$ cat config.mk
export PLATFORM = sky130hd
export DESIGN_NAME = token_ring_termination_detector_unit
export DESIGN_NICKNAME = d
export VERILOG_FILES = /design/src/rtl/core/trtd_pkg.sv /design/src/rtl/core/trtd_fifo.sv /design/src/rtl/core/trtd_front.sv /design/src/rtl/core/trtd_back.sv /design/src/rtl/core/token_ring_termination_detector_unit.sv
export VERILOG_INCLUDE_DIRS = /design/src /design/src/rtl/core
export SDC_FILE = /design/constraint.sdc
export NUM_CORES = 1
export LEC_CHECK = 0
export ABC_AREA = 1
export BUFFER_PORTS_ARGS = -buffer_cell sky130_fd_sc_hd__clkbuf_2
export CORE_AREA = 2 2 137 139
export DETAILED_ROUTE_END_ITERATION = 8
export DIE_AREA = 0 0 139 141
export MAX_ROUTING_LAYER = met4
export PLACE_DENSITY = 0.86
export SYNTH_ARGS = -nofsm -noshare
export SYNTH_HDL_FRONTEND = slang
export SYNTH_SLANG_ARGS = --single-unit
$ cat constraint.sdc
create_clock -name clk -period 5.4 [get_ports clk]
set_clock_uncertainty 0.2 [all_clocks]
set_input_delay 0.27 -clock clk [delete_from_list [all_inputs] [get_ports clk]]
set_output_delay 0.27 -clock clk [all_outputs]
set_load 0.02 [all_outputs]
$ cat src/rtl/core/token_ring_termination_detector_unit_defines.svh
// ----------------------------------------------------------------------------
// Assertion macros for the token ring termination detector
// Shared concurrent check forms, clocked on the rising edge and disabled
// while the asynchronous reset is asserted.
// ----------------------------------------------------------------------------
`ifndef TOKEN_RING_TERMINATION_DETECTOR_UNIT_DEFINES_SVH
`define TOKEN_RING_TERMINATION_DETECTOR_UNIT_DEFINES_SVH

// The consequent must hold in the same cycle as the antecedent.
`define TRTD_ASSERT_IMP(label, clk, rst_n, ante, cons) \
	label: assert property (@(posedge clk) disable iff (!rst_n) (ante) |-> (cons)) \
		else $error("token ring termination detector: same-cycle check failed");

// The consequent must hold in the cycle after the antecedent.
`define TRTD_ASSERT_NXT(label, clk, rst_n, ante, cons) \
	label: assert property (@(posedge clk) disable iff (!rst_n) (ante) |=> (cons)) \
		else $error("token ring termination detector: next-cycle check failed");

`endif

$ cat src/rtl/core/trtd_pkg.sv
// ----------------------------------------------------------------------------
// Token ring termination detector package
// Command and message codes, register indexes and the records passed
// between the front end, the descriptor queue and the result generator.
// ----------------------------------------------------------------------------
package trtd_pkg;

	typedef enum logic [2:0] {
		CMD_THREAD_PASSIVE = 3'd0,
		CMD_THREAD_ACTIVE  = 3'd1,
		CMD_TOKEN_IN       = 3'd2,
		CMD_SEND_TOKEN     = 3'd3,
		CMD_TERM_IN        = 3'd4
	} cmd_t;

	typedef enum logic [1:0] {
		MSG_NONE  = 2'd0,
		MSG_TOKEN = 2'd1,
		MSG_TERM  = 2'd2
	} msg_kind_t;

	localparam logic [1:0] REG_NODE_ID      = 2'd0;
	localparam logic [1:0] REG_NODE_COUNT   = 2'd1;
	localparam logic [1:0] REG_THREAD_COUNT = 2'd2;

	// Descriptor queue depth; kept a power of two so the pointers wrap freely.
	localparam int QDEPTH = 4;
	localparam int QAW    = $clog2(QDEPTH);

	typedef struct packed {
		logic [2:0] cmd;
		logic [3:0] worker_id;
		logic       token_state;
		logic [5:0] token_initiator;
		logic [5:0] token_receiver;
	} item_t;

	typedef struct packed {
		logic       wr;
		logic [1:0] idx;
		logic [31:0] data;
	} cfg_wr_t;

	typedef struct packed {
		msg_kind_t  kind;
		logic [5:0] dest;
		logic       ts;
		logic [5:0] init;
		logic       acc;
		logic [5:0] last_idx;
		logic       term;
		logic       np;
		logic       tp;
	} desc_t;

	typedef struct packed {
		msg_kind_t  kind;
		logic [5:0] dest;
		logic       ts;
		logic [5:0] init;
		logic       acc;
		logic       term;
		logic       np;
		logic       tp;
		logic       last;
	} res_t;

endpackage

$ cat src/rtl/core/trtd_fifo.sv
// ----------------------------------------------------------------------------
// Descriptor queue
// Short show-ahead queue between the front end and the result generator.
// ----------------------------------------------------------------------------
module trtd_fifo (
	input  logic           clk,
	input  logic           arst_n,
	input  logic           push,
	input  trtd_pkg::desc_t wdata,
	output logic           full,
	input  logic           pop,
	output trtd_pkg::desc_t head,
	output logic           head_valid
);
	import trtd_pkg::*;

	desc_t          mem_q [QDEPTH];
	logic [QAW-1:0] wr_ptr_q;
	logic [QAW-1:0] rd_ptr_q;
	logic [QAW:0]   cnt_q;
	logic           do_push;
	logic           do_pop;

	assign full       = (cnt_q == (QAW + 1)'(QDEPTH));
	assign head_valid = (cnt_q != '0);
	assign head       = mem_q[rd_ptr_q];
	assign do_push    = push && !full;
	assign do_pop     = pop && head_valid;

	always_ff @(posedge clk) begin
		if (do_push) begin
			mem_q[wr_ptr_q] <= wdata;
		end
	end

	always_ff @(posedge clk or negedge arst_n) begin
		if (!arst_n) begin
			wr_ptr_q <= '0;
			rd_ptr_q <= '0;
			cnt_q    <= '0;
		end else begin
			if (do_push) begin
				wr_ptr_q <= wr_ptr_q + QAW'(1);
			end
			if (do_pop) begin
				rd_ptr_q <= rd_ptr_q + QAW'(1);
			end
			if (do_push && !do_pop) begin
				cnt_q <= cnt_q + (QAW + 1)'(1);
			end else if (do_pop && !do_push) begin
				cnt_q <= cnt_q - (QAW + 1)'(1);
			end
		end
	end

endmodule

$ cat src/rtl/core/trtd_front.sv
// ----------------------------------------------------------------------------
// Front end of the termination detector
// Holds the configuration and node state, applies each accepted event and
// turns it into one message descriptor for the result generator.
// ----------------------------------------------------------------------------
module trtd_front #(
	parameter int MAX_THREADS = 16,
	parameter int MAX_NODES   = 64
) (
	input  logic              clk,
	input  logic              arst_n,
	input  logic              push,
	input  trtd_pkg::item_t   item,
	output logic              full,
	input  logic              q_full,
	output logic              q_push,
	output trtd_pkg::desc_t   q_data,
	input  trtd_pkg::cfg_wr_t cfg_wr,
	input  logic [1:0]        cfg_raddr,
	output logic [31:0]       cfg_rdata
);
	import trtd_pkg::*;

	localparam int ATW = $clog2(MAX_THREADS + 1);

	logic [5:0]             node_id_q;
	logic [6:0]             node_count_q;
	logic [4:0]             thread_count_q;
	logic [MAX_THREADS-1:0] pass_bits_q;
	logic [ATW-1:0]         active_cnt_q;
	logic                   node_state_q;
	logic                   sticky_q;
	logic                   master_q;
	logic                   term_q;
	logic [6:0]             rem_q;

	logic [ATW-1:0]         eff_threads;
	logic [6:0]             eff_nodes;
	logic                   succ_busy;
	logic                   accept;
	logic [MAX_THREADS-1:0] sel;
	logic                   in_range;
	logic                   cur_bit;

	logic [MAX_THREADS-1:0] n_bits;
	logic [ATW-1:0]         n_act;
	logic                   n_ns;
	logic                   n_sticky;
	logic                   n_master;
	logic                   n_term;
	desc_t                  d;

	function automatic logic [ATW-1:0] sat_threads(input logic [4:0] v);
		logic [6:0] w;
		w = {2'b00, v};
		if (w == 7'd0) begin
			return ATW'(1);
		end else if (w > 7'(MAX_THREADS)) begin
			return ATW'(MAX_THREADS);
		end
		return ATW'(w);
	endfunction

	always_comb begin
		if (node_count_q == 7'd0) begin
			eff_nodes = 7'd1;
		end else if (node_count_q > 7'(MAX_NODES)) begin
			eff_nodes = 7'(MAX_NODES);
		end else begin
			eff_nodes = node_count_q;
		end
	end

	assign eff_threads = sat_threads(thread_count_q);

	// The ring successor is reduced by repeated subtraction after a write.
	assign succ_busy = (rem_q >= eff_nodes);
	assign full      = q_full || succ_busy;
	assign accept    = push && !full;

	always_comb begin
		for (int i = 0; i < MAX_THREADS; i++) begin
			sel[i] = ({3'b000, item.worker_id} == 7'(i));
		end
	end

	assign in_range = ({3'b000, item.worker_id} < 7'(eff_threads));
	assign cur_bit  = in_range && |(pass_bits_q & sel);

	always_comb begin
		n_bits   = pass_bits_q;
		n_act    = active_cnt_q;
		n_ns     = node_state_q;
		n_sticky = sticky_q;
		n_master = master_q;
		n_term   = term_q;
		d        = '0;
		d.kind   = MSG_NONE;
		unique case (item.cmd)
			CMD_THREAD_PASSIVE: begin
				if (in_range && !cur_bit) begin
					n_bits = pass_bits_q | sel;
					n_act  = (active_cnt_q != '0) ? active_cnt_q - ATW'(1) : '0;
					if (n_act == '0) begin
						n_ns = 1'b1;
					end
				end
			end
			CMD_THREAD_ACTIVE: begin
				if (in_range && cur_bit) begin
					n_bits   = pass_bits_q & ~sel;
					n_act    = active_cnt_q + ATW'(1);
					n_ns     = 1'b0;
					n_sticky = 1'b0;
				end
			end
			CMD_TOKEN_IN: begin
				n_master = 1'b1;
				if (sticky_q && (item.token_receiver == item.token_initiator)) begin
					if (item.token_state) begin
						d.kind     = MSG_TERM;
						d.last_idx = 6'(eff_nodes - 7'd1);
					end
				end else if (sticky_q) begin
					n_master = 1'b0;
					d.kind   = MSG_TOKEN;
					d.dest   = rem_q[5:0];
					d.ts     = item.token_state;
					d.init   = item.token_initiator;
				end
				n_sticky = node_state_q;
			end
			CMD_SEND_TOKEN: begin
				if (master_q) begin
					n_master = 1'b0;
					d.kind   = MSG_TOKEN;
					d.dest   = rem_q[5:0];
					d.ts     = item.token_state;
					d.init   = item.token_initiator;
					d.acc    = 1'b1;
				end
			end
			CMD_TERM_IN: begin
				n_term = 1'b1;
			end
			default: begin
			end
		endcase
		d.term = n_term;
		d.np   = n_ns;
		d.tp   = in_range && |(n_bits & sel);
	end

	assign q_push = accept;
	assign q_data = d;

	always_comb begin
		unique case (cfg_raddr)
			REG_NODE_ID:      cfg_rdata = {26'd0, node_id_q};
			REG_NODE_COUNT:   cfg_rdata = {25'd0, node_count_q};
			REG_THREAD_COUNT: cfg_rdata = {27'd0, thread_count_q};
			default:          cfg_rdata = '0;
		endcase
	end

	always_ff @(posedge clk or negedge arst_n) begin
		if (!arst_n) begin
			node_id_q      <= '0;
			node_count_q   <= 7'd1;
			thread_count_q <= 5'd1;
			pass_bits_q    <= '0;
			active_cnt_q   <= sat_threads(5'd1);
			node_state_q   <= 1'b0;
			sticky_q       <= 1'b0;
			master_q       <= 1'b1;
			term_q         <= 1'b0;
			rem_q          <= '0;
		end else begin
			if (cfg_wr.wr && (cfg_wr.idx == REG_NODE_ID)) begin
				rem_q <= {1'b0, cfg_wr.data[5:0]} + 7'd1;
			end else if (cfg_wr.wr && (cfg_wr.idx == REG_NODE_COUNT)) begin
				rem_q <= {1'b0, node_id_q} + 7'd1;
			end else if (succ_busy) begin
				rem_q <= rem_q - eff_nodes;
			end

			if (cfg_wr.wr) begin
				unique case (cfg_wr.idx)
					REG_NODE_ID: begin
						node_id_q <= cfg_wr.data[5:0];
						master_q  <= (cfg_wr.data[5:0] == 6'd0);
					end
					REG_NODE_COUNT: begin
						node_count_q <= cfg_wr.data[6:0];
					end
					REG_THREAD_COUNT: begin
						thread_count_q <= cfg_wr.data[4:0];
						pass_bits_q    <= '0;
						active_cnt_q   <= sat_threads(cfg_wr.data[4:0]);
						node_state_q   <= 1'b0;
					end
					default: begin
					end
				endcase
			end else if (accept) begin
				pass_bits_q  <= n_bits;
				active_cnt_q <= n_act;
				node_state_q <= n_ns;
				sticky_q     <= n_sticky;
				master_q     <= n_master;
				term_q       <= n_term;
			end
		end
	end

endmodule

$ cat src/rtl/core/trtd_back.sv
// ----------------------------------------------------------------------------
// Result generator of the termination detector
// Expands each descriptor into its result rows, one per cycle while the
// output is popped or empty, into a registered output stage.
// ----------------------------------------------------------------------------
module trtd_back (
	input  logic            clk,
	input  logic            arst_n,
	input  trtd_pkg::desc_t head,
	input  logic            head_valid,
	output logic            head_pop,
	output trtd_pkg::res_t  res,
	output logic            res_valid,
	input  logic            res_pop
);
	import trtd_pkg::*;

	logic [5:0] idx_q;
	logic       valid_q;
	res_t       res_q;
	res_t       row;
	logic       load;
	logic       is_bcast;
	logic       row_last;

	assign load     = head_valid && (!valid_q || res_pop);
	assign is_bcast = (head.kind == MSG_TERM);
	assign row_last = !is_bcast || (idx_q == head.last_idx);
	assign head_pop = load && row_last;

	always_comb begin
		row.kind = head.kind;
		row.dest = is_bcast ? idx_q : head.dest;
		row.ts   = head.ts;
		row.init = head.init;
		row.acc  = head.acc;
		row.term = head.term;
		row.np   = head.np;
		row.tp   = head.tp;
		row.last = row_last;
	end

	always_ff @(posedge clk) begin
		if (load) begin
			res_q <= row;
		end
	end

	always_ff @(posedge clk or negedge arst_n) begin
		if (!arst_n) begin
			idx_q   <= '0;
			valid_q <= 1'b0;
		end else begin
			if (load) begin
				idx_q   <= row_last ? 6'd0 : idx_q + 6'd1;
				valid_q <= 1'b1;
			end else if (res_pop) begin
				valid_q <= 1'b0;
			end
		end
	end

	assign res       = res_q;
	assign res_valid = valid_q;

endmodule

$ cat src/rtl/core/token_ring_termination_detector_unit.sv
// ----------------------------------------------------------------------------
// Token ring termination detector, one node
// One event accepted per cycle while full is low: the four-entry descriptor
// queue has room and the ring successor is not being reduced, which follows
// a node_id or node_count write. An event reaches the result ports via the
// queue and the output register. A terminator broadcast gives node-count
// results, one per cycle while popped. Reset is asynchronous and active low.
// ----------------------------------------------------------------------------
`include "token_ring_termination_detector_unit_defines.svh"

// The front end owns all node state. At the edge at which an event is
// accepted it updates the thread passive bits, the active count, the node,
// sticky, master and terminate flags, and writes one descriptor into a short
// queue. The descriptor already carries the status fields as they stand after
// the whole event, so the result generator never looks back at the state.
//
// The result generator takes the oldest descriptor and emits its rows into a
// registered output stage. A token or a status row is a single transaction;
// a terminator broadcast is one transaction per node on the ring, addressed
// to nodes zero upwards, with last set on the final one. The queue lets the
// front end keep accepting events while a long broadcast drains.
//
// After reset the node has id zero, one node on the ring and one thread in
// use; it is master, every thread is active and nothing is terminated.
module token_ring_termination_detector_unit #(
	parameter int MAX_THREADS = 16,
	parameter int MAX_NODES   = 64
) (
	input  logic        clk,
	input  logic        arst_n,
	input  logic        push,
	output logic        full,
	input  logic [2:0]  cmd,
	input  logic [3:0]  worker_id,
	input  logic        token_state,
	input  logic [5:0]  token_initiator,
	input  logic [5:0]  token_receiver,
	output logic        empty,
	input  logic        pop,
	output logic [1:0]  msg_kind,
	output logic [5:0]  dest_node,
	output logic        out_token_state,
	output logic [5:0]  out_initiator,
	output logic        send_accepted,
	output logic        terminate_flag,
	output logic        node_passive,
	output logic        thread_passive,
	output logic        last,
	input  logic        psel,
	input  logic        penable,
	input  logic        pwrite,
	input  logic [3:0]  paddr,
	input  logic [31:0] pwdata,
	output logic [31:0] prdata,
	output logic        pready
);
	import trtd_pkg::*;

	item_t   item;
	cfg_wr_t cfg_wr;
	desc_t   q_wdata;
	desc_t   q_head;
	logic    q_push;
	logic    q_full;
	logic    q_valid;
	logic    q_pop;
	res_t    res;
	logic    res_valid;

	// The register port never waits, so a write lands on its access cycle.
	assign pready = 1'b1;

	assign cfg_wr.wr   = psel && penable && pwrite && pready;
	assign cfg_wr.idx  = paddr[3:2];
	assign cfg_wr.data = pwdata;

	assign item.cmd             = cmd;
	assign item.worker_id       = worker_id;
	assign item.token_state     = token_state;
	assign item.token_initiator = token_initiator;
	assign item.token_receiver  = token_receiver;

	trtd_front #(
		.MAX_THREADS(MAX_THREADS),
		.MAX_NODES  (MAX_NODES)
	) u_front (
		.clk      (clk),
		.arst_n   (arst_n),
		.push     (push),
		.item     (item),
		.full     (full),
		.q_full   (q_full),
		.q_push   (q_push),
		.q_data   (q_wdata),
		.cfg_wr   (cfg_wr),
		.cfg_raddr(paddr[3:2]),
		.cfg_rdata(prdata)
	);

	trtd_fifo u_fifo (
		.clk       (clk),
		.arst_n    (arst_n),
		.push      (q_push),
		.wdata     (q_wdata),
		.full      (q_full),
		.pop       (q_pop),
		.head      (q_head),
		.head_valid(q_valid)
	);

	trtd_back u_back (
		.clk       (clk),
		.arst_n    (arst_n),
		.head      (q_head),
		.head_valid(q_valid),
		.head_pop  (q_pop),
		.res       (res),
		.res_valid (res_valid),
		.res_pop   (pop)
	);

	// Result ports are driven straight from the registered output stage.
	assign empty           = !res_valid;
	assign msg_kind        = res.kind;
	assign dest_node       = res.dest;
	assign out_token_state = res.ts;
	assign out_initiator   = res.init;
	assign send_accepted   = res.acc;
	assign terminate_flag  = res.term;
	assign node_passive    = res.np;
	assign thread_passive  = res.tp;
	assign last            = res.last;

	// Only a broadcast spans several result transactions.
	`TRTD_ASSERT_IMP(a_multi_row_is_broadcast, clk, arst_n, !empty && !last, msg_kind == MSG_TERM)
	// Within a broadcast the next row follows at once, addressed to the next node.
	`TRTD_ASSERT_NXT(a_broadcast_steps, clk, arst_n, !empty && pop && !last, !empty && (dest_node == ($past(dest_node) + 6'd1)))
	// An honoured send request always produces a token.
	`TRTD_ASSERT_IMP(a_send_is_token, clk, arst_n, !empty && send_accepted, msg_kind == MSG_TOKEN && last)

endmodule

==> results of run 1 <==
[worst register-to-register path, stage by stage, from the launching register on]
cell	delay, ns
dfrtp_1	0.42
nor4_1	0.25
nand3_1	0.13
nand2_1	0.10
inv_1	0.05
nor2_1	0.24
inv_1	0.12
ha_1	0.30
nand2_1	0.06
o21ai_1	0.11
nand4_1	0.10
o2111ai_1	0.19
o21bai_1	0.27
nor2_4	0.19
ha_1	0.19
inv_1	0.08
fa_1	0.45
a21oi_1	0.18
o21ai_0	0.13
xor2_1	0.15
[kinds of logic after synthesis]
logic type	Yosys count	share of synthesized area [%]
fa+ha+maj	26	3.450
other cells	2	0.07614
mux	1	0.1142
compound gates	203	11.56
simple gates	475	20.47
buf+inv	202	8.930
flops	184	52.82
xor+xnor	29	2.575
[layout make-up]
class	instances	area, sq um
Inverter	146	548.0
Clock buffer	18	429.2
Timing Repair Buffer	84	495.5
Clock inverter	14	140.1
Tap cell	234	292.8
Sequential cell	184	5210
Multi-Input combinational cell	760	3872
Fill cell	1544	7279
[power by group through the flow]
stage | Sequential (W) | Clock [W] | Combinational (W)
6_report | 0.00217 | 0.00121 | 0.00231
5_1_grt | 0.00221 | 0.00127 | 0.00261
4_1_cts | 0.00217 | 0.00122 | 0.00231
3_5_place_dp | 0.00219 | 0 | 0.00227
3_3_place_gp | 0.00218 | 0 | 0.00221
2_1_floorplan | 0.00226 | 0 | 0.00162
[metal layers]
| metal | part of all wire (%) | track usage (%) | vias to the layer above |
|---|---|---|---|
| met5 | 0 | - | - |
| met4 | 2.0 | 7.974 | 0 |
| met3 | 5.9 | 4.178 | 43 |
| met2 | 49 | 38.68 | 298 |
| met1 | 43 | 28.85 | 3701 |
| li1 | - | - | 3850 |
[flip-flops by register name (all words and copies together), names as in the netlist]
register                count
u_fifo.mem_q              100
u_back.res                 20
u_front.pass_bits_q        16
u_front.node_count_q        7
u_front.rem_q               7
u_back.idx_q                6
u_front.node_id_q           6
u_front.active_cnt_q        5
u_front.thread_count_q      5
u_fifo.cnt_q                3
u_fifo.rd_ptr_q             2
u_fifo.wr_ptr_q             2
u_back.res_valid            1
u_front.master_q            1
u_front.node_state_q        1
u_front.sticky_q            1
u_front.term_q              1
[metrics by stage]
step | power [W] | hold WS, ns
4_1_cts | 0.005687 | 0.01194
5_1_grt | 0.006086 | 0.03084
6_report | 0.005686 | 0.01660
3_3_place_gp | 0.004385 | 0.2745
2_1_floorplan | 0.003872 | -0.2256
3_5_place_dp | 0.004465 | 0.2809
[path summary, 6_finish.rpt]
check                                   startpoint                   end  slack [ns]  cells after the start
max in group asynchronous                   arst_n      u_front.sticky_q        4.07                      3
hold reg to reg                     u_front.term_q        u_front.term_q        0.30                      1
setup reg to reg           u_front.node_count_q[5]       u_fifo.cnt_q[2]        1.38                     19
min in group asynchronous                   arst_n  u_front.node_id_q[4]        0.36                      3
hold / removal                  token_initiator[3]   u_fifo.mem_q[3][13]        0.02                      3
setup / recovery           u_front.node_count_q[5]       u_fifo.cnt_q[2]        1.38                     19
[Yosys cell counts (4+ instances only)]
cell / n
nor2_1: 148
xor2_1: 20
o21ai_1: 7
buf_4: 26
xnor2_1: 9
a21oi_1: 21
nor3_1: 7
inv_2: 6
o221ai_1: 5
dfstp_2: 4
nand2_1: 196
o211ai_1: 7
ha_1: 24
edfxtp_1: 120
nor2_2: 7
nand3_1: 94
inv_1: 137
o22ai_1: 25
dfrtp_1: 60
buf_2: 5
nor4_1: 4
nand2_2: 4
o21ai_0: 118
nand4_1: 6
clkbuf_1: 22
[what timing repair did]
item,4_1_cts,5_1_grt
hold buffers,10,0
hold endpoints to repair,75,0
resized for setup,0,0
==> run metrics, run 1 <==
status complete, no violations; Yosys reg bits 184; number of warnings issued by yosys 0; critical path's top delay family simple AND/OR/NAND/NOR gates; total vias in the final route 7892; power share of the combinational group 40.7%; placed cell count 1398; Seq/Total Area, Yosys 52.82%; share of total power in the clock network 21.2%; Synth area leader edfxtp_1; worst path cell trace nor4_1 > nand3_1 > nand2_1 > inv_1 > nor2_1 > inv_1 > ha_1 > nand2_1 > o21ai_1 > nand4_1 > o2111ai_1 > o21bai_1 > nor2_4 > ha_1 > inv_1 > fa_1 > a21oi_1 > o21ai_0 > xor2_1; cell types occupying the most area after synthesis edfxtp_1, dfrtp_1, nand2_1; insertion delay of the later-clocked pin in the worst-skew pair 0.44 ns; CTS tree yes; arrival time reported for the critical path endpoint 4.13 ns; per-cell via count in the routed design 5.481; final non-filler cell total 1440; crit path setup slack, layout 1.380 ns; RSZ-0062 raised after global routing false; starting DRC count in detailed routing 623; number of setup violations in the final report 0; number of nets at the end of the flow 1282; reported net switching power 0.002313 W; die width 139 um; Mean Syn Cell Area 8.791 sq um; post-CTS repair timing setup buffer count 0; leading register cell type out of synthesis edfxtp_1; clock tree root driver cell clkbuf_16; Slowest Stage Delay on Critical Path 0.45 ns; final standard cell utilization of the core 60.15%; # rows 50; Final Routed Wirelength 22010 um; number of sinks on the clock net 184; ANT cells 0; Reg clk slew, reported paths 0.07 ns; share of post-route cells with drive strength above 1 11.36%; number of violations of the max-capacitance limit 0; remaining antenna violation count after routing 0; number of flops mapped to enable cells by yosys 120; I/O Buffers 64; number of different library cells in the post-synthesis netlist 49; leakage power of the design 4.811 nW; min Tclk post-route 4.020 ns; Top cell by count, worst path inv_1; Worst Tran Pin Value 0.9016 ns; Tightest Hold Check Type primary input to flip-flop; slowest CP cell fa_1; count of pins over their slew limit 0; Post-Place Setup Slack 1.438 ns; Detailed Place HPWL 14720 um; Die Area 19600 sq um; final clock period utilization by the worst path 74.45%; CP Class flip-flop to flip-flop; maximum number of pins on one net before global-route repair 65; number of antenna violations at the first check in global routing 0; routed len/inst 15.28 um; Startpoint Class flip-flop; fraction of registers with async set/reset 34.78%; global-route congestion overflow total 0; Max-Slew Margin vs Limit 39.83%; area of the mapped netlist 9863 sq um; aggregate global-route resource usage 23.20%; number of buffers and inverters on the critical path 3; Synth Instances 1122; crit path max fanout 6; via count of the first global-routing pass 7466; Top-Level Pins 118; setup TNS after final layout 0 ns; pwr/cell area 517.5 nW/um^2; TritonCTS Buffers 17; H-Tree Depth 4; f_max 248.7 MHz; total iterations of the first detailed-routing run 5; area share of the leading cell type in the synthesized netlist 36.53%; effective utilization at floorplan 53.99%; vertical die dimension 141 um; endpoints failing hold 0; worst endpoint required time 5.51 ns; internal power 0.003373 W; standard cell core area 18270 sq um; Net Sw Frac 40.68%; final design instance area without fill 10990 sq um; sequential group share of total power 38.1%; first-pass GRT wire length 35490 um; Worst Setup End Kind flip-flop; most frequent standard cell in the layout excluding fill and tap cells nand2_1; area growth from synthesis to layout 11.40%; weighted congestion at the end of routability-driven global placement 0.9308; Max VDD drop 372.2 uV; instance area after placement 10320 sq um; Max Buffers Root-to-Sink 2; commonest cells after routing, fill and taps aside nand2_1, nor2_1, inv_1; DRC violation count after routing 0
Power figures use the tool's default switching activity.
==> run 2, diff against run 1 <==
Clock period 5.4 ns to 3.83 ns, I/O delays scaled along.
==> run metrics, run 2 (synthesized netlist as in run 1, its figures left out) <==
worst reg-to-reg path cell count 19; final clock period utilization by the worst path 93.23%; number of inserted filler cells in the final layout 1497; TritonCTS Buffers 17; routed len/inst 15.62 um; Top cell by count, worst path inv_1; Slowest Stage Delay on Critical Path 0.43 ns; number of violations of the max-capacitance limit 0; number of sinks on the clock net 184; leakage power of the design 4.934 nW; Max VDD drop 508.0 uV; post-CTS repair timing setup buffer count 0; Reg clk slew, reported paths 0.08 ns; number of setup violations in the final report 0; clock tree root driver cell clkbuf_16; remaining antenna violation count after routing 0; CTS tree yes; starting DRC count in detailed routing 825; placed cell count 1410; total number of cells along the worst setup path 19; Tightest Hold Check Type primary input to flip-flop; share of post-route cells with drive strength above 1 12.71%; count of pins over their slew limit 0; Top-Level Pins 118; critical path's top delay family adder cells; number of nets at the end of the flow 1303; worst path cell trace nor4_2 > nand3_1 > nand2_1 > inv_1 > nor2_2 > inv_1 > ha_1 > nand2_1 > o21ai_1 > nand4_1 > o2111ai_1 > o21bai_2 > nor2_4 > ha_1 > inv_1 > fa_1 > a21oi_1 > o21ai_0 > xor2_1; crit path max fanout 3; top register by number of flip-flops u_fifo.mem_q; Startpoint Class flip-flop; effective utilization at floorplan 53.99%; pwr/cell area 733.6 nW/um^2; Max Buffers Root-to-Sink 2; final standard cell utilization of the core 61.71%; hold path cells 4; Worst Setup End Kind flip-flop; most frequent standard cell in the layout excluding fill and tap cells nand2_1; per-cell via count in the routed design 5.589; total vias in the final route 8165; Final Routed Wirelength 22820 um; arrival time reported for the critical path endpoint 3.70 ns; number of antenna violations at the first check in global routing 0; # rows 50; final design instance area without fill 11270 sq um; Die Area 19600 sq um; number of flip-flops in the largest register 100; insertion delay of the later-clocked pin in the worst-skew pair 0.45 ns; f_max 280.0 MHz; Detailed Place HPWL 15260 um; die width 139 um; final non-filler cell total 1461; number of buffers and inverters on the critical path 3; vertical die dimension 141 um; worst endpoint required time 3.96 ns; area growth from synthesis to layout 14.30%; first-pass GRT wire length 36910 um; instance area after placement 10460 sq um; global-route congestion overflow total 0; H-Tree Depth 4; commonest cells after routing, fill and taps aside nand2_1, nor2_1, inv_1; via count of the first global-routing pass 7765; setup TNS after final layout 0 ns; standard cell core area 18270 sq um; min Tclk post-route 3.571 ns; maximum number of pins on one net before global-route repair 65; I/O Buffers 64; endpoints failing hold 0; weighted congestion at the end of routability-driven global placement 0.9932; CP Class flip-flop to flip-flop; RSZ-0062 raised after global routing false; Max-Slew Margin vs Limit 39.82%; total iterations of the first detailed-routing run 7; aggregate global-route resource usage 24.29%; slowest CP cell fa_1; DRC violation count after routing 0; Worst Tran Pin Value 0.9027 ns; ANT cells 0; worst hold slack 0.02246 ns; status complete, no violations
[run 2: final cells by class]
class,count,area [sq um],share of cell area [%]
sequential,184,5210,46.22
multi-input combinational,760,3897,34.57
timing repair buffer,105,725.7,6.437
inverter,146,548.0,4.861
clock buffer,17,425.4,3.774
tap,234,292.8,2.597
clock inverter,15,173.9,1.543
[run 2: final timing paths]
path                                         start                       to  slack (ns)
setup / recovery           u_front.node_count_q[3]          u_fifo.cnt_q[2]        0.26
hold / removal                              cmd[1]       u_fifo.mem_q[0][2]        0.02
min in group asynchronous                   arst_n  u_front.node_count_q[1]        0.28
max in group asynchronous                   arst_n       u_fifo.rd_ptr_q[1]        2.55
hold reg to reg                   u_front.master_q         u_front.master_q        0.30
setup reg to reg           u_front.node_count_q[3]          u_fifo.cnt_q[2]        0.26
[run 2: worst min-delay path, stage by stage]
cell,delay [ns]
clkbuf_2,0.10
inv_1,0.06
a31oi_1,0.07
inv_1,0.11
[run 2: per-stage QoR]
stage | total power (W) | setup WS (ns)
2_1_floorplan | 0.005460 | -0.1699
3_3_place_gp | 0.006264 | 0.2680
3_5_place_dp | 0.006412 | 0.2722
4_1_cts | 0.008235 | 0.2384
5_1_grt | 0.008797 | 0.02931
6_report | 0.008270 | 0.2591
[run 2: metal layers]
layer	vias to the layer above	part of all wire (%)	global-route usage (%)
met1	3846	40	29.32
met5	-	0	-
li1	3900	-	-
met4	0	2.2	8.400
met2	372	50	41.12
met3	47	7.2	4.823
[run 2: where the power goes]
part           total (W)  internal [W]  switching (W)
registers        0.00307       0.00279       0.000282
clock network    0.00179      0.000936       0.000858
logic            0.00341       0.00115        0.00226
[run 2: repair_timing]
action | CTS | global route
gates resized for setup | 0 | 4
endpoints found under the setup margin | 0 | 3
endpoints found under the hold margin | 117 | 0
hold buffers | 19 | 0
